$ cat src/bicp_pkg.sv
// Shared types, constants and helper functions of the beacon id claim unit.
// Used by bicp_busy_map and beacon_id_claim_protocol_unit; depends on nothing.
`timescale 1ns / 1ps
`default_nettype none

package bicp_pkg;

    // Sizing of the id map and the tick counters.
    localparam int ID_COUNT   = 256;
    localparam int TIMER_BITS = 16;

    // Fixed field widths.
    localparam int ID_BITS     = 8;
    localparam int MARK_BITS   = 32;
    localparam int PERIOD_BITS = 16;

    // The busy map is stored as rows of WORD_BITS ids.
    localparam int WORD_BITS = 32;
    localparam int POS_BITS  = $clog2(WORD_BITS);
    localparam int WORD_COUNT = (ID_COUNT + WORD_BITS - 1) / WORD_BITS;
    localparam int ROW_BITS  = (WORD_COUNT > 1) ? $clog2(WORD_COUNT) : 1;

    // Configuration register indexes.
    localparam int CFG_INDEX_BITS = 1;
    localparam logic [CFG_INDEX_BITS-1:0] CFG_SHORT_PERIOD = 1'd0;
    localparam logic [CFG_INDEX_BITS-1:0] CFG_MAIN_PERIOD  = 1'd1;

    localparam logic [PERIOD_BITS-1:0] SHORT_PERIOD_RESET = 16'd500;
    localparam logic [PERIOD_BITS-1:0] MAIN_PERIOD_RESET  = 16'd3000;

    // Item command codes.
    localparam logic CMD_MESSAGE = 1'b0;
    localparam logic CMD_TICK    = 1'b1;

    // Message kinds.
    localparam logic [1:0] KIND_INVALID  = 2'd0;
    localparam logic [1:0] KIND_REQUEST  = 2'd1;
    localparam logic [1:0] KIND_RESPONSE = 2'd2;

    typedef struct packed {
        logic                 command;
        logic [1:0]           msg_kind;
        logic [MARK_BITS-1:0] msg_mark;
        logic [ID_BITS-1:0]   msg_param;
        logic [MARK_BITS-1:0] random_mark;
    } in_item_t;

    typedef struct packed {
        logic                 send_request;
        logic [MARK_BITS-1:0] send_mark;
        logic                 running;
        logic [ID_BITS-1:0]   free_id;
    } out_item_t;

    // Read request into the busy map.
    typedef struct packed {
        logic                en;
        logic [ROW_BITS-1:0] row;
    } map_rd_t;

    // Write request into the busy map.
    typedef struct packed {
        logic                 en;
        logic [ROW_BITS-1:0]  row;
        logic [WORD_BITS-1:0] data;
    } map_wr_t;

    // Bits of a row that stand for ids in the range 1 .. ID_COUNT-1.
    function automatic logic [WORD_BITS-1:0] usable_mask(input logic [ROW_BITS-1:0] row);
        logic [WORD_BITS-1:0] m;
        int id;
        m = '0;
        for (int b = 0; b < WORD_BITS; b++)
        begin
            id = int'(row) * WORD_BITS + b;
            m[b] = (id >= 1) && (id < ID_COUNT);
        end
        return m;
    endfunction

    // Position of the lowest set bit; zero when no bit is set.
    function automatic logic [POS_BITS-1:0] lowest_set(input logic [WORD_BITS-1:0] v);
        logic [POS_BITS-1:0] p;
        p = '0;
        for (int i = WORD_BITS - 1; i >= 0; i--)
        begin
            if (v[i])
            begin
                p = POS_BITS'(i);
            end
        end
        return p;
    endfunction

endpackage

`default_nettype wire

$ cat src/bicp_busy_map.sv
// Busy map storage: one row of ids per word, single read and single write port.
// Read data is registered; rows never written since reset read as all clear.
// Depends on bicp_pkg.
`timescale 1ns / 1ps
`default_nettype none

module bicp_busy_map (
    input  wire logic                          clk,
    input  wire logic                          rst_n,
    input  wire bicp_pkg::map_rd_t             rd,
    input  wire bicp_pkg::map_wr_t             wr,
    output      logic [bicp_pkg::WORD_BITS-1:0] rd_data
);
    import bicp_pkg::*;

    logic [WORD_BITS-1:0] mem [WORD_COUNT];
    logic [WORD_COUNT-1:0] row_valid_reg;
    logic [WORD_BITS-1:0]  rd_word_reg;
    logic                  rd_row_valid_reg;

    // Row valid bits stand in for clearing the array at reset.
    always_ff @(posedge clk or negedge rst_n)
    begin
        if (!rst_n)
        begin
            row_valid_reg    <= '0;
            rd_row_valid_reg <= 1'b0;
        end
        else
        begin
            if (wr.en)
            begin
                row_valid_reg[wr.row] <= 1'b1;
            end
            if (rd.en)
            begin
                rd_row_valid_reg <= row_valid_reg[rd.row];
            end
        end
    end

    // Storage array and registered read.
    always_ff @(posedge clk)
    begin
        if (wr.en)
        begin
            mem[wr.row] <= wr.data;
        end
        if (rd.en)
        begin
            rd_word_reg <= mem[rd.row];
        end
    end

    assign rd_data = rd_row_valid_reg ? rd_word_reg : '0;

endmodule

`default_nettype wire

$ cat src/beacon_id_claim_protocol_unit.sv
// Top level of the beacon id claim unit: handshakes, timers and id search.
// Depends on bicp_pkg and bicp_busy_map.
//
//   Channel  Direction  Handshake                Payload
//   item     in         item_valid / item_stall  bicp_pkg::in_item_t
//   result   out        result_valid / result_stall  bicp_pkg::out_item_t
//   cfg      in         cfg_wen                  cfg_index, cfg_wdata
//
// A tick, a request or an ignored message goes from its transfer to S_DONE,
// which loads the result once the output register is free. A response first
// passes S_RMW, then S_SCAN once per further map row read when its id was the
// lowest free one, up to the last row: a row per cycle on the single read port.
// Reset clears all control state at once; no clearing pass is needed.
// A pending result waits in the output register while result_stall is high.
`timescale 1ns / 1ps
`default_nettype none

module beacon_id_claim_protocol_unit (
    input  wire logic                               clk,
    input  wire logic                               rst_n,
    input  wire logic                               item_valid,
    output      logic                               item_stall,
    input  wire bicp_pkg::in_item_t                 item,
    output      logic                               result_valid,
    input  wire logic                               result_stall,
    output      bicp_pkg::out_item_t                result,
    input  wire logic                               cfg_wen,
    input  wire logic [bicp_pkg::CFG_INDEX_BITS-1:0] cfg_index,
    input  wire logic [bicp_pkg::PERIOD_BITS-1:0]   cfg_wdata
);
    import bicp_pkg::*;

    typedef enum logic [1:0] {
        S_IDLE,
        S_RMW,
        S_SCAN,
        S_DONE
    } state_t;

    localparam logic [TIMER_BITS-1:0] TIMER_MAX = '1;
    localparam logic [ROW_BITS-1:0]   LAST_ROW  = ROW_BITS'(WORD_COUNT - 1);

    state_t                 state_reg;
    logic [PERIOD_BITS-1:0] short_period_reg;
    logic [PERIOD_BITS-1:0] main_period_reg;
    logic [MARK_BITS-1:0]   own_mark_reg;
    logic                   request_seen_reg;
    logic [TIMER_BITS-1:0]  poll_count_reg;
    logic [TIMER_BITS-1:0]  main_count_reg;
    logic                   finished_reg;
    logic [ID_BITS-1:0]     free_id_reg;
    logic                   sent_reg;
    logic [MARK_BITS-1:0]   sent_mark_reg;
    logic [ROW_BITS-1:0]    row_reg;
    logic [POS_BITS-1:0]    pos_reg;
    logic                   rescan_reg;
    logic                   result_valid_reg;
    out_item_t              result_reg;

    map_rd_t                map_rd;
    map_wr_t                map_wr;
    logic [WORD_BITS-1:0]   map_rd_data;

    logic                   accept;
    logic [TIMER_BITS-1:0]  poll_next;
    logic [TIMER_BITS-1:0]  main_next;
    logic                   main_expired;
    logic                   poll_expired;
    logic                   msg_taken;
    logic                   resp_taken;
    logic [WORD_BITS-1:0]   set_word;
    logic [WORD_BITS-1:0]   scan_word;
    logic [WORD_BITS-1:0]   free_bits;
    logic                   free_found;
    logic [ID_BITS-1:0]     found_id;

    bicp_busy_map u_map (
        .clk     (clk),
        .rst_n   (rst_n),
        .rd      (map_rd),
        .wr      (map_wr),
        .rd_data (map_rd_data)
    );

    // Handshake outputs.
    assign accept       = item_valid && !item_stall;
    assign item_stall   = (state_reg != S_IDLE);
    assign result_valid = result_valid_reg;
    assign result       = result_reg;

    // Saturating tick counters and their expiry checks.
    assign main_next    = (main_count_reg == TIMER_MAX) ? main_count_reg
                                                        : main_count_reg + 1'b1;
    assign poll_next    = (poll_count_reg == TIMER_MAX) ? poll_count_reg
                                                        : poll_count_reg + 1'b1;
    assign main_expired = 32'(main_next) >= 32'(main_period_reg);
    assign poll_expired = 32'(poll_next) >= 32'(short_period_reg);

    // Message filtering: foreign messages only, while still running.
    assign msg_taken  = !finished_reg && (item.command == CMD_MESSAGE)
                        && (item.msg_mark != own_mark_reg);
    assign resp_taken = msg_taken && (item.msg_kind == KIND_RESPONSE)
                        && (32'(item.msg_param) < ID_COUNT);

    // Map row after setting the response bit, and the word under search.
    assign set_word  = map_rd_data | (WORD_BITS'(1) << pos_reg);
    assign scan_word = (state_reg == S_RMW) ? set_word : map_rd_data;
    assign free_bits = ~scan_word & usable_mask(row_reg);
    assign free_found = |free_bits;
    assign found_id  = ID_BITS'({row_reg, lowest_set(free_bits)});

    // Map port requests.
    always_comb
    begin
        map_rd     = '0;
        map_wr     = '0;
        map_wr.row = row_reg;
        map_wr.data = set_word;
        if (state_reg == S_IDLE)
        begin
            map_rd.en  = accept && resp_taken;
            map_rd.row = ROW_BITS'(item.msg_param >> POS_BITS);
        end
        else
        begin
            map_rd.en  = ((state_reg == S_RMW) || (state_reg == S_SCAN))
                         && rescan_reg && !free_found && (row_reg != LAST_ROW);
            map_rd.row = row_reg + 1'b1;
        end
        map_wr.en = (state_reg == S_RMW);
    end

    // Sequencer, protocol state and registered outputs.
    always_ff @(posedge clk or negedge rst_n)
    begin
        if (!rst_n)
        begin
            state_reg        <= S_IDLE;
            short_period_reg <= SHORT_PERIOD_RESET;
            main_period_reg  <= MAIN_PERIOD_RESET;
            own_mark_reg     <= '0;
            request_seen_reg <= 1'b0;
            poll_count_reg   <= '0;
            main_count_reg   <= '0;
            finished_reg     <= 1'b0;
            free_id_reg      <= ID_BITS'(1);
            sent_reg         <= 1'b0;
            sent_mark_reg    <= '0;
            row_reg          <= '0;
            pos_reg          <= '0;
            rescan_reg       <= 1'b0;
            result_valid_reg <= 1'b0;
        end
        else
        begin
            // Configuration writes.
            if (cfg_wen)
            begin
                unique case (cfg_index)
                    CFG_SHORT_PERIOD: short_period_reg <= cfg_wdata;
                    CFG_MAIN_PERIOD:  main_period_reg  <= cfg_wdata;
                    default: ;
                endcase
            end

            // Result register drains on a transfer.
            if (result_valid_reg && !result_stall)
            begin
                result_valid_reg <= 1'b0;
            end

            unique case (state_reg)
                S_IDLE:
                begin
                    if (accept)
                    begin
                        sent_reg      <= 1'b0;
                        sent_mark_reg <= '0;
                        state_reg     <= S_DONE;
                        if (!finished_reg && (item.command == CMD_TICK))
                        begin
                            if (main_expired)
                            begin
                                finished_reg   <= 1'b1;
                                main_count_reg <= main_next;
                                poll_count_reg <= poll_next;
                            end
                            else if (poll_expired)
                            begin
                                if (request_seen_reg)
                                begin
                                    main_count_reg <= '0;
                                end
                                else
                                begin
                                    main_count_reg <= main_next;
                                    own_mark_reg   <= item.random_mark;
                                    sent_reg       <= 1'b1;
                                    sent_mark_reg  <= item.random_mark;
                                end
                                request_seen_reg <= 1'b0;
                                poll_count_reg   <= '0;
                            end
                            else
                            begin
                                main_count_reg <= main_next;
                                poll_count_reg <= poll_next;
                            end
                        end
                        else if (msg_taken && (item.msg_kind == KIND_REQUEST))
                        begin
                            request_seen_reg <= 1'b1;
                        end
                        else if (resp_taken)
                        begin
                            row_reg    <= ROW_BITS'(item.msg_param >> POS_BITS);
                            pos_reg    <= item.msg_param[POS_BITS-1:0];
                            rescan_reg <= (item.msg_param == free_id_reg);
                            state_reg  <= S_RMW;
                        end
                    end
                end

                // Row is back: S_RMW writes it with bit set; search if needed.
                S_RMW, S_SCAN:
                begin
                    if (!rescan_reg)
                    begin
                        state_reg <= S_DONE;
                    end
                    else if (free_found)
                    begin
                        free_id_reg <= found_id;
                        state_reg   <= S_DONE;
                    end
                    else if (row_reg == LAST_ROW)
                    begin
                        free_id_reg <= '0;
                        state_reg   <= S_DONE;
                    end
                    else
                    begin
                        row_reg   <= row_reg + 1'b1;
                        state_reg <= S_SCAN;
                    end
                end

                // Load the result once the output register is free.
                S_DONE:
                begin
                    if (!result_valid_reg || !result_stall)
                    begin
                        result_valid_reg <= 1'b1;
                        state_reg        <= S_IDLE;
                    end
                end

                default:
                begin
                    state_reg <= S_IDLE;
                end
            endcase
        end
    end

    // Result payload.
    always_ff @(posedge clk)
    begin
        if ((state_reg == S_DONE) && (!result_valid_reg || !result_stall))
        begin
            result_reg.send_request <= sent_reg;
            result_reg.send_mark    <= sent_mark_reg;
            result_reg.running      <= !finished_reg;
            result_reg.free_id      <= free_id_reg;
        end
    end

endmodule

`default_nettype wire

$ cat config.mk
export PLATFORM = sky130hd
export DESIGN_NAME = beacon_id_claim_protocol_unit
export DESIGN_NICKNAME = d
export VERILOG_FILES = /design/src/bicp_pkg.sv /design/src/bicp_busy_map.sv /design/src/beacon_id_claim_protocol_unit.sv
export SDC_FILE = /design/constraint.sdc
export NUM_CORES = 1
export LEC_CHECK = 0
export BUFFER_PORTS_ARGS = -buffer_cell sky130_fd_sc_hd__buf_2
export CORE_ASPECT_RATIO = 1.25
export CORE_MARGIN = 2
export CORE_UTILIZATION = 50
export CTS_BUF_LIST = sky130_fd_sc_hd__clkbuf_8 sky130_fd_sc_hd__clkbuf_16
export DETAILED_ROUTE_END_ITERATION = 7
export GPL_ROUTABILITY_DRIVEN = 1
export PLACE_DENSITY = 0.75
export SYNTH_ARGS = -nofsm -noshare
export SYNTH_HDL_FRONTEND = slang
export SYNTH_SLANG_ARGS = --single-unit
$ cat constraint.sdc
create_clock -name clk -period 6 [get_ports clk]
set_input_delay 1.8 -clock clk [delete_from_list [all_inputs] [get_ports clk]]
set_output_delay 1.8 -clock clk [all_outputs]
set_load 0.1 [all_outputs]
# == Word-level counts from Yosys, hierarchy flattened ==
# Memories as Yosys holds them, arrays and structs flattened. A register that Yosys moved wholly into a read port is not among the register bits.
# Index checks and enable logic that the tools add are counted.
# classes
add_sub_neg,34
magnitude_cmp,69
n_eq_ne,21
shift,1
mux,82
bitwise,10
reduce_logical,70
# op_table
op,count
greater-or-equal comparator 9 x 1 -> 1 bit (second input constant),31
< comparator 9 bit (second input constant),31
two-way mux 32 bit,6
two-way mux 5 bit,32
adder 8 x 5 -> 9 bit (second input constant),16
two-way mux 16 bit,7
adder 8 x 4 -> 9 bit (second input constant),8
logical AND 1 bit,45
adder 8 x 3 -> 9 bit (second input constant),4
adder 16 x 1 -> 16 bit (second input constant),2
bitwise AND 32 bit,1
equality test 16 bit (second input constant),2
greater-or-equal comparator 16 bit,2
inequality test 32 bit,1
NOT 32 bit,1
OR 32 bit,1
OR reduction 32 bit,1
<< shifter 1 x 5 -> 32 bit (first input constant),1
two-way mux 3 bit,7
inequality test 2 bit (second input constant),10
adder 8 x 2 -> 9 bit (second input constant),2
two-way mux 1 bit,18
two-way mux 8 bit,2
two-way mux 2 bit,5
29 further kinds,51
# totals
reg_bits,202
ram_bits,256
output_inout_bits,44
wordCells,309
n_memories,1
# mem_list
memory,words,width,read_ports,rd_ports_with_merged_regs,write_ports,line,text
u_map.mem,8,32,1,1,1,bicp_busy_map.sv:16,logic [WORD_BITS-1:0] mem [WORD_COUNT];

# == Logic depth before layout (Yosys ltp) ==
# logic_depth
word_depth,38
mapped_depth,19

# == Cells and area by module ==
# From an unflattened synthesis, not the netlist that was laid out.
# hier_totals
hier_cells,1475
area_unflattened_um2,21993.6
# by_module_without_submodules
module,instances,cells_per_inst,area_each_um2,seq_area_each_um2
bicp_busy_map,1,475,11309.6,8873.5
beacon_id_claim_protocol_unit,1,1000,10684.0,5057.4

# == Worst setup path after synthesis ==
# Ideal clock, no wire load.
# synth_timing
path_type,register to register
startpoint,register main_count_reg[8]
endpoint,register own_mark_reg[3]
arrival_ns,4.253
t_required_ns,5.875
path_slack_ns,1.622
path_stages_with_launch,20
path_buffers,4
period_less_slack_ns,4.378
path_cell_list,dfrtp_1 > clkbuf_1 > nand4_1 > nor3_1 > and2_0 > clkbuf_1 > nor3_1 > nand3_1 > xnor2_1 > ha_1 > a21o_1 > a21oi_1 > o21ai_0 > a21oi_1 > o21ai_0 > a221o_1 > nor4_1 > clkbuf_1 > clkbuf_1 > mux2_2
# synth_via
elab_chain_cells,5
word_cells_on_any_way,6
# synth_lines
item,line,text
from (decl),beacon_id_claim_protocol_unit.sv:49,logic [TIMER_BITS-1:0] main_count_reg;
from (signal assigned),beacon_id_claim_protocol_unit.sv:185,main_count_reg <= main_next;
from (signal assigned),beacon_id_claim_protocol_unit.sv:196,main_count_reg <= main_next;
from (signal assigned),beacon_id_claim_protocol_unit.sv:206,main_count_reg <= main_next;
adder 16 x 1 -> 16 bit or equality test 16 bit (tied branches),"beacon_id_claim_protocol_unit.sv:93, beacon_id_claim_protocol_unit.sv:92",
two-way mux 16 bit (*),beacon_id_claim_protocol_unit.sv:92,assign main_next = (main_count_reg == TIMER_MAX) ? main_count_reg
greater-or-equal comparator 16 bit (*),beacon_id_claim_protocol_unit.sv:96,assign main_expired = 32'(main_next) >= 32'(main_period_reg);
NOT 1 bit (no line) (*),--,
AND reduction 6 bit (no line) (*),--,
to (signal assigned),beacon_id_claim_protocol_unit.sv:197,own_mark_reg <= item.random_mark;
to (decl),beacon_id_claim_protocol_unit.sv:46,logic [MARK_BITS-1:0] own_mark_reg;
# Every way passes the cells marked *; elsewhere a longest branch is shown, timed or not.
# A chain may end at the register's enable or synchronous reset.

# == Final worst setup path ==
# layout_timing
startpoint,register main_count_reg[8]
endpoint,register own_mark_reg[30]
# The elaborated chain is that of the path after synthesis.

==> flow_summary.toml <==
[placement]
port_buffers = 140
postPlaceCellArea_um2 = 23000
gp_congestion = 0.949
hpwlAfterDp_um = 31300

[clock_tree]
cts_num_sinks = 490
cts_buffers = 45
clk_latency_ns = 0.56
clockBufferDepth = 3
cts_hold_buf = 0
cts_setup_buffers = 0
cts_tree = "done"
cts-htree-levels = 2
cts_resized = 0
clock_tree.root_cell = "clkbuf_16"
clk_pin_slew_worst_paths_ns = 0.06

[logic_synthesis]
yosys.area.top_type = "edfxtp_1"
yosys.cell_types.count = 77
synth_top_family_by_area = "multiplexers"
synth_fa_ha_area_share_pct = 2.32
synth_area_leaders = "edfxtp_1 46%, dfrtp_1 17%, mux4_2 6.9%"
syn_nets = 1632
synthTopCellsByCount = "330 x edfxtp_1, 146 x dfrtp_1, 132 x nand2_1, 90 x o21ai_0, 89 x mux2_2"
synthXorXnorAreaFrac_pct = 2.72
synthCells = 1495
netlist.area_leader.share_pct = 46.0
syn_area_um2 = 21600
synth_compound_area_share_pct = 7.84
yosysSeqAreaShare_pct = 64.6
postSynthRegisterBits = 490
ys.flop_type = "edfxtp_1"
synthMuxAreaShare_pct = 12.2
yosysWarningCount = 0
avgSynthCellArea_um2 = 14.4
synth_async_sr_flop_share_pct = 32.7
yosys.cell_count.top_type = "edfxtp_1"
synth_simple_gate_area_share_pct = 8.34
synth_edf_count = 330

[power]
ir_drop_mv = 0.380
power_density_nw_per_um2 = 412
leakage_nw = 8.85

[worst_hold_path]
min_to = "result[35]"
min_path_cells = 0
hold_path.class = "register to register"
min_from = "sent_mark_reg[26]"

[sta]
max_clock_freq_mhz = 211
hold_viol_final = 0
fin_worst_skew_ns = 0.0189
final_max_slew_viol_count = 0
min_period_ns = 4.74
period_share_pct = 79.1
max-slew-margin-rel_pct = 21.5
setup_viol = 0
final.setup.tns_ns = 0
whs_ns = 0.442
rsz0062_at_grt = "false"
tightestPinTransition_ns = 1.15

[final_layout]
area.sequential_um2 = 13900
area_growth_pct = 13.3
fillers = 3308
fin_nets = 1774
drive_gt1_share_pct = 25.7
finalInstanceArea_um2 = 24400
multi_input_area_um2 = 7320
largest_reg_flops = 256

[flow_run]
max_cap_violations = 0

[critical_path]
cp.arrival_ns = 5.19
required_ns = 6.45
cpMaxStageDelayCell = "nor3_1"
worst_r2r_endpoint = "own_mark_reg[30]"
r2r-start = "main_count_reg[8]"
r2r_setup_slack_ns = 1.26
path_max_fanout = 65
r2r_cells = 16
crit_type = "register to register"
critPathCaptureType = "register"
critPathMaxStageDelay_ns = 0.59
startpoint_type = "register"
path_cells = "nand4_1 -> nor3_1 -> and2_0 -> nor3_1 -> nand3_1 -> xnor2_1 -> ha_1 -> a21o_1 -> a21oi_1 -> o21ai_0 -> a21oi_1 -> o21ai_0 -> a221o_1 -> nor4_2 -> buf_12 -> mux2_2"

[floorplanning]
initial_core_util_pct = 50.3
dieWidth_um = 190
dieArea_um2 = 44800
rows = 85
pin_count = 141
coreArea_um2 = 42900
die_h_um = 236

[drt]
first_pass_iters = 5
wirelength_um = 47700
drtIter0Drc = 1071
ant_nets = 0
post-route-drc-count = 0
route.vias.total = 13300
drt-wirelength-per-cell_um = 21.3
viasPerCell = 5.97

[global_routing]
grt_pass1_wl_um = 75200
overflow = 0
grt_start_max_net_pins = 82
grt_pass1_vias = 13300
gr-usage-all-layers_pct = 21.6
grt_antenna_before_repair = 1

[status]
outcome = "finished clean"
through the flow:
stage	power [W]	util, %	setup WS (ns)	instances
finish	0.0101	57.0	1.26	2235
global route	0.0105	57.0	0.839	2234
CTS	0.0102	57.0	1.31	2234
detailed placement	0.00742	53.7	1.38	2155
global placement	0.00735	53.7	1.46	2155
floorplan	0.00660	-	1.62	1495
layout by cell type (no fill, tap or decap), types with 7 or more instances in the layout:
cell,netlist,final
clkbuf_16,0,45
buf_2,6,139
a22o_1,36,36
mux2_2,89,89
clkinv_2,0,9
edfxtp_1,330,330
mux2i_1,11,9
inv_1,45,57
o21ai_0,90,90
o31ai_1,11,11
a32oi_1,7,7
ha_1,40,40
nand3_1,38,38
xor2_1,11,11
dfstp_2,14,14
a21oi_1,37,36
dfrtp_1,146,146
xnor2_1,56,56
buf_4,0,22
nor2_1,66,60
a21o_1,13,13
nor3_1,20,18
mux4_2,66,66
nand2_1,132,132
nand2b_1,9,9
and3_1,9,9
or2_2,11,11
nand4_1,24,24
report_power, final:
| group | leakage [nW] | internal (W) | switching [W] |
|---|---|---|---|
| clock | 0.729 | 0.00153 | 0.00119 |
| combinational | 3.30 | 0.00114 | 0.00180 |
| sequential | 4.83 | 0.00423 | 0.000157 |
| total | 8.85 | 0.00691 | 0.00315 |
layer usage:
metal / up-vias / part of all wire [%] / GRT usage, % / wire, um
met2: 559 / 49 / 37.0 / 23500
met1: 6690 / 41 / 28.9 / 19700
met5: - / 0 / 0 / 0
met3: 97 / 7.0 / 3.17 / 3330
met4: 0 / 2.4 / 5.83 / 1170
li1: 5986 / - / - / -
final cells by class:
cell class | instances | area share, %
flip-flops and latches | 490 | 57.0
multi-input cells | 891 | 30.0
clock buffers | 45 | 4.61
repair buffers | 164 | 3.73
well taps | 565 | 2.89
clock inverters | 34 | 1.06
inverters | 45 | 0.692
diodes | 1 | 0.0102
worst max-delay path by stage:
stage	start	endpoint	depth (start not counted)
floorplan	main_count_reg[8]	own_mark_reg[3]	19
global placement	main_count_reg[0]	own_mark_reg[9]	17
detailed placement	main_count_reg[0]	own_mark_reg[10]	17
CTS	main_count_reg[0]	own_mark_reg[10]	17
global route	main_count_reg[0]	own_mark_reg[10]	17
finish	main_count_reg[8]	own_mark_reg[30]	16
worst max-delay path, delay by kind of cell, from the launching register on:
family,cells,cell delay (ns)
xor gates and xnor gates,1,0.12
muxes,1,0.38
and+or+nand+nor,6,1.86
buffers and inverters,1,0.32
DFF,1,0.46
AOI/OAI and AO/OA,6,1.17
adders and majority gates,1,0.26
kinds of logic after synthesis:
group,after synthesis
buf+inv,114
xor+xnor,67
compound gates,253
flops,490
fa+ha+maj,40
mux,168
simple gates,363
No activity file was read; power rests on OpenSTA's default activity.
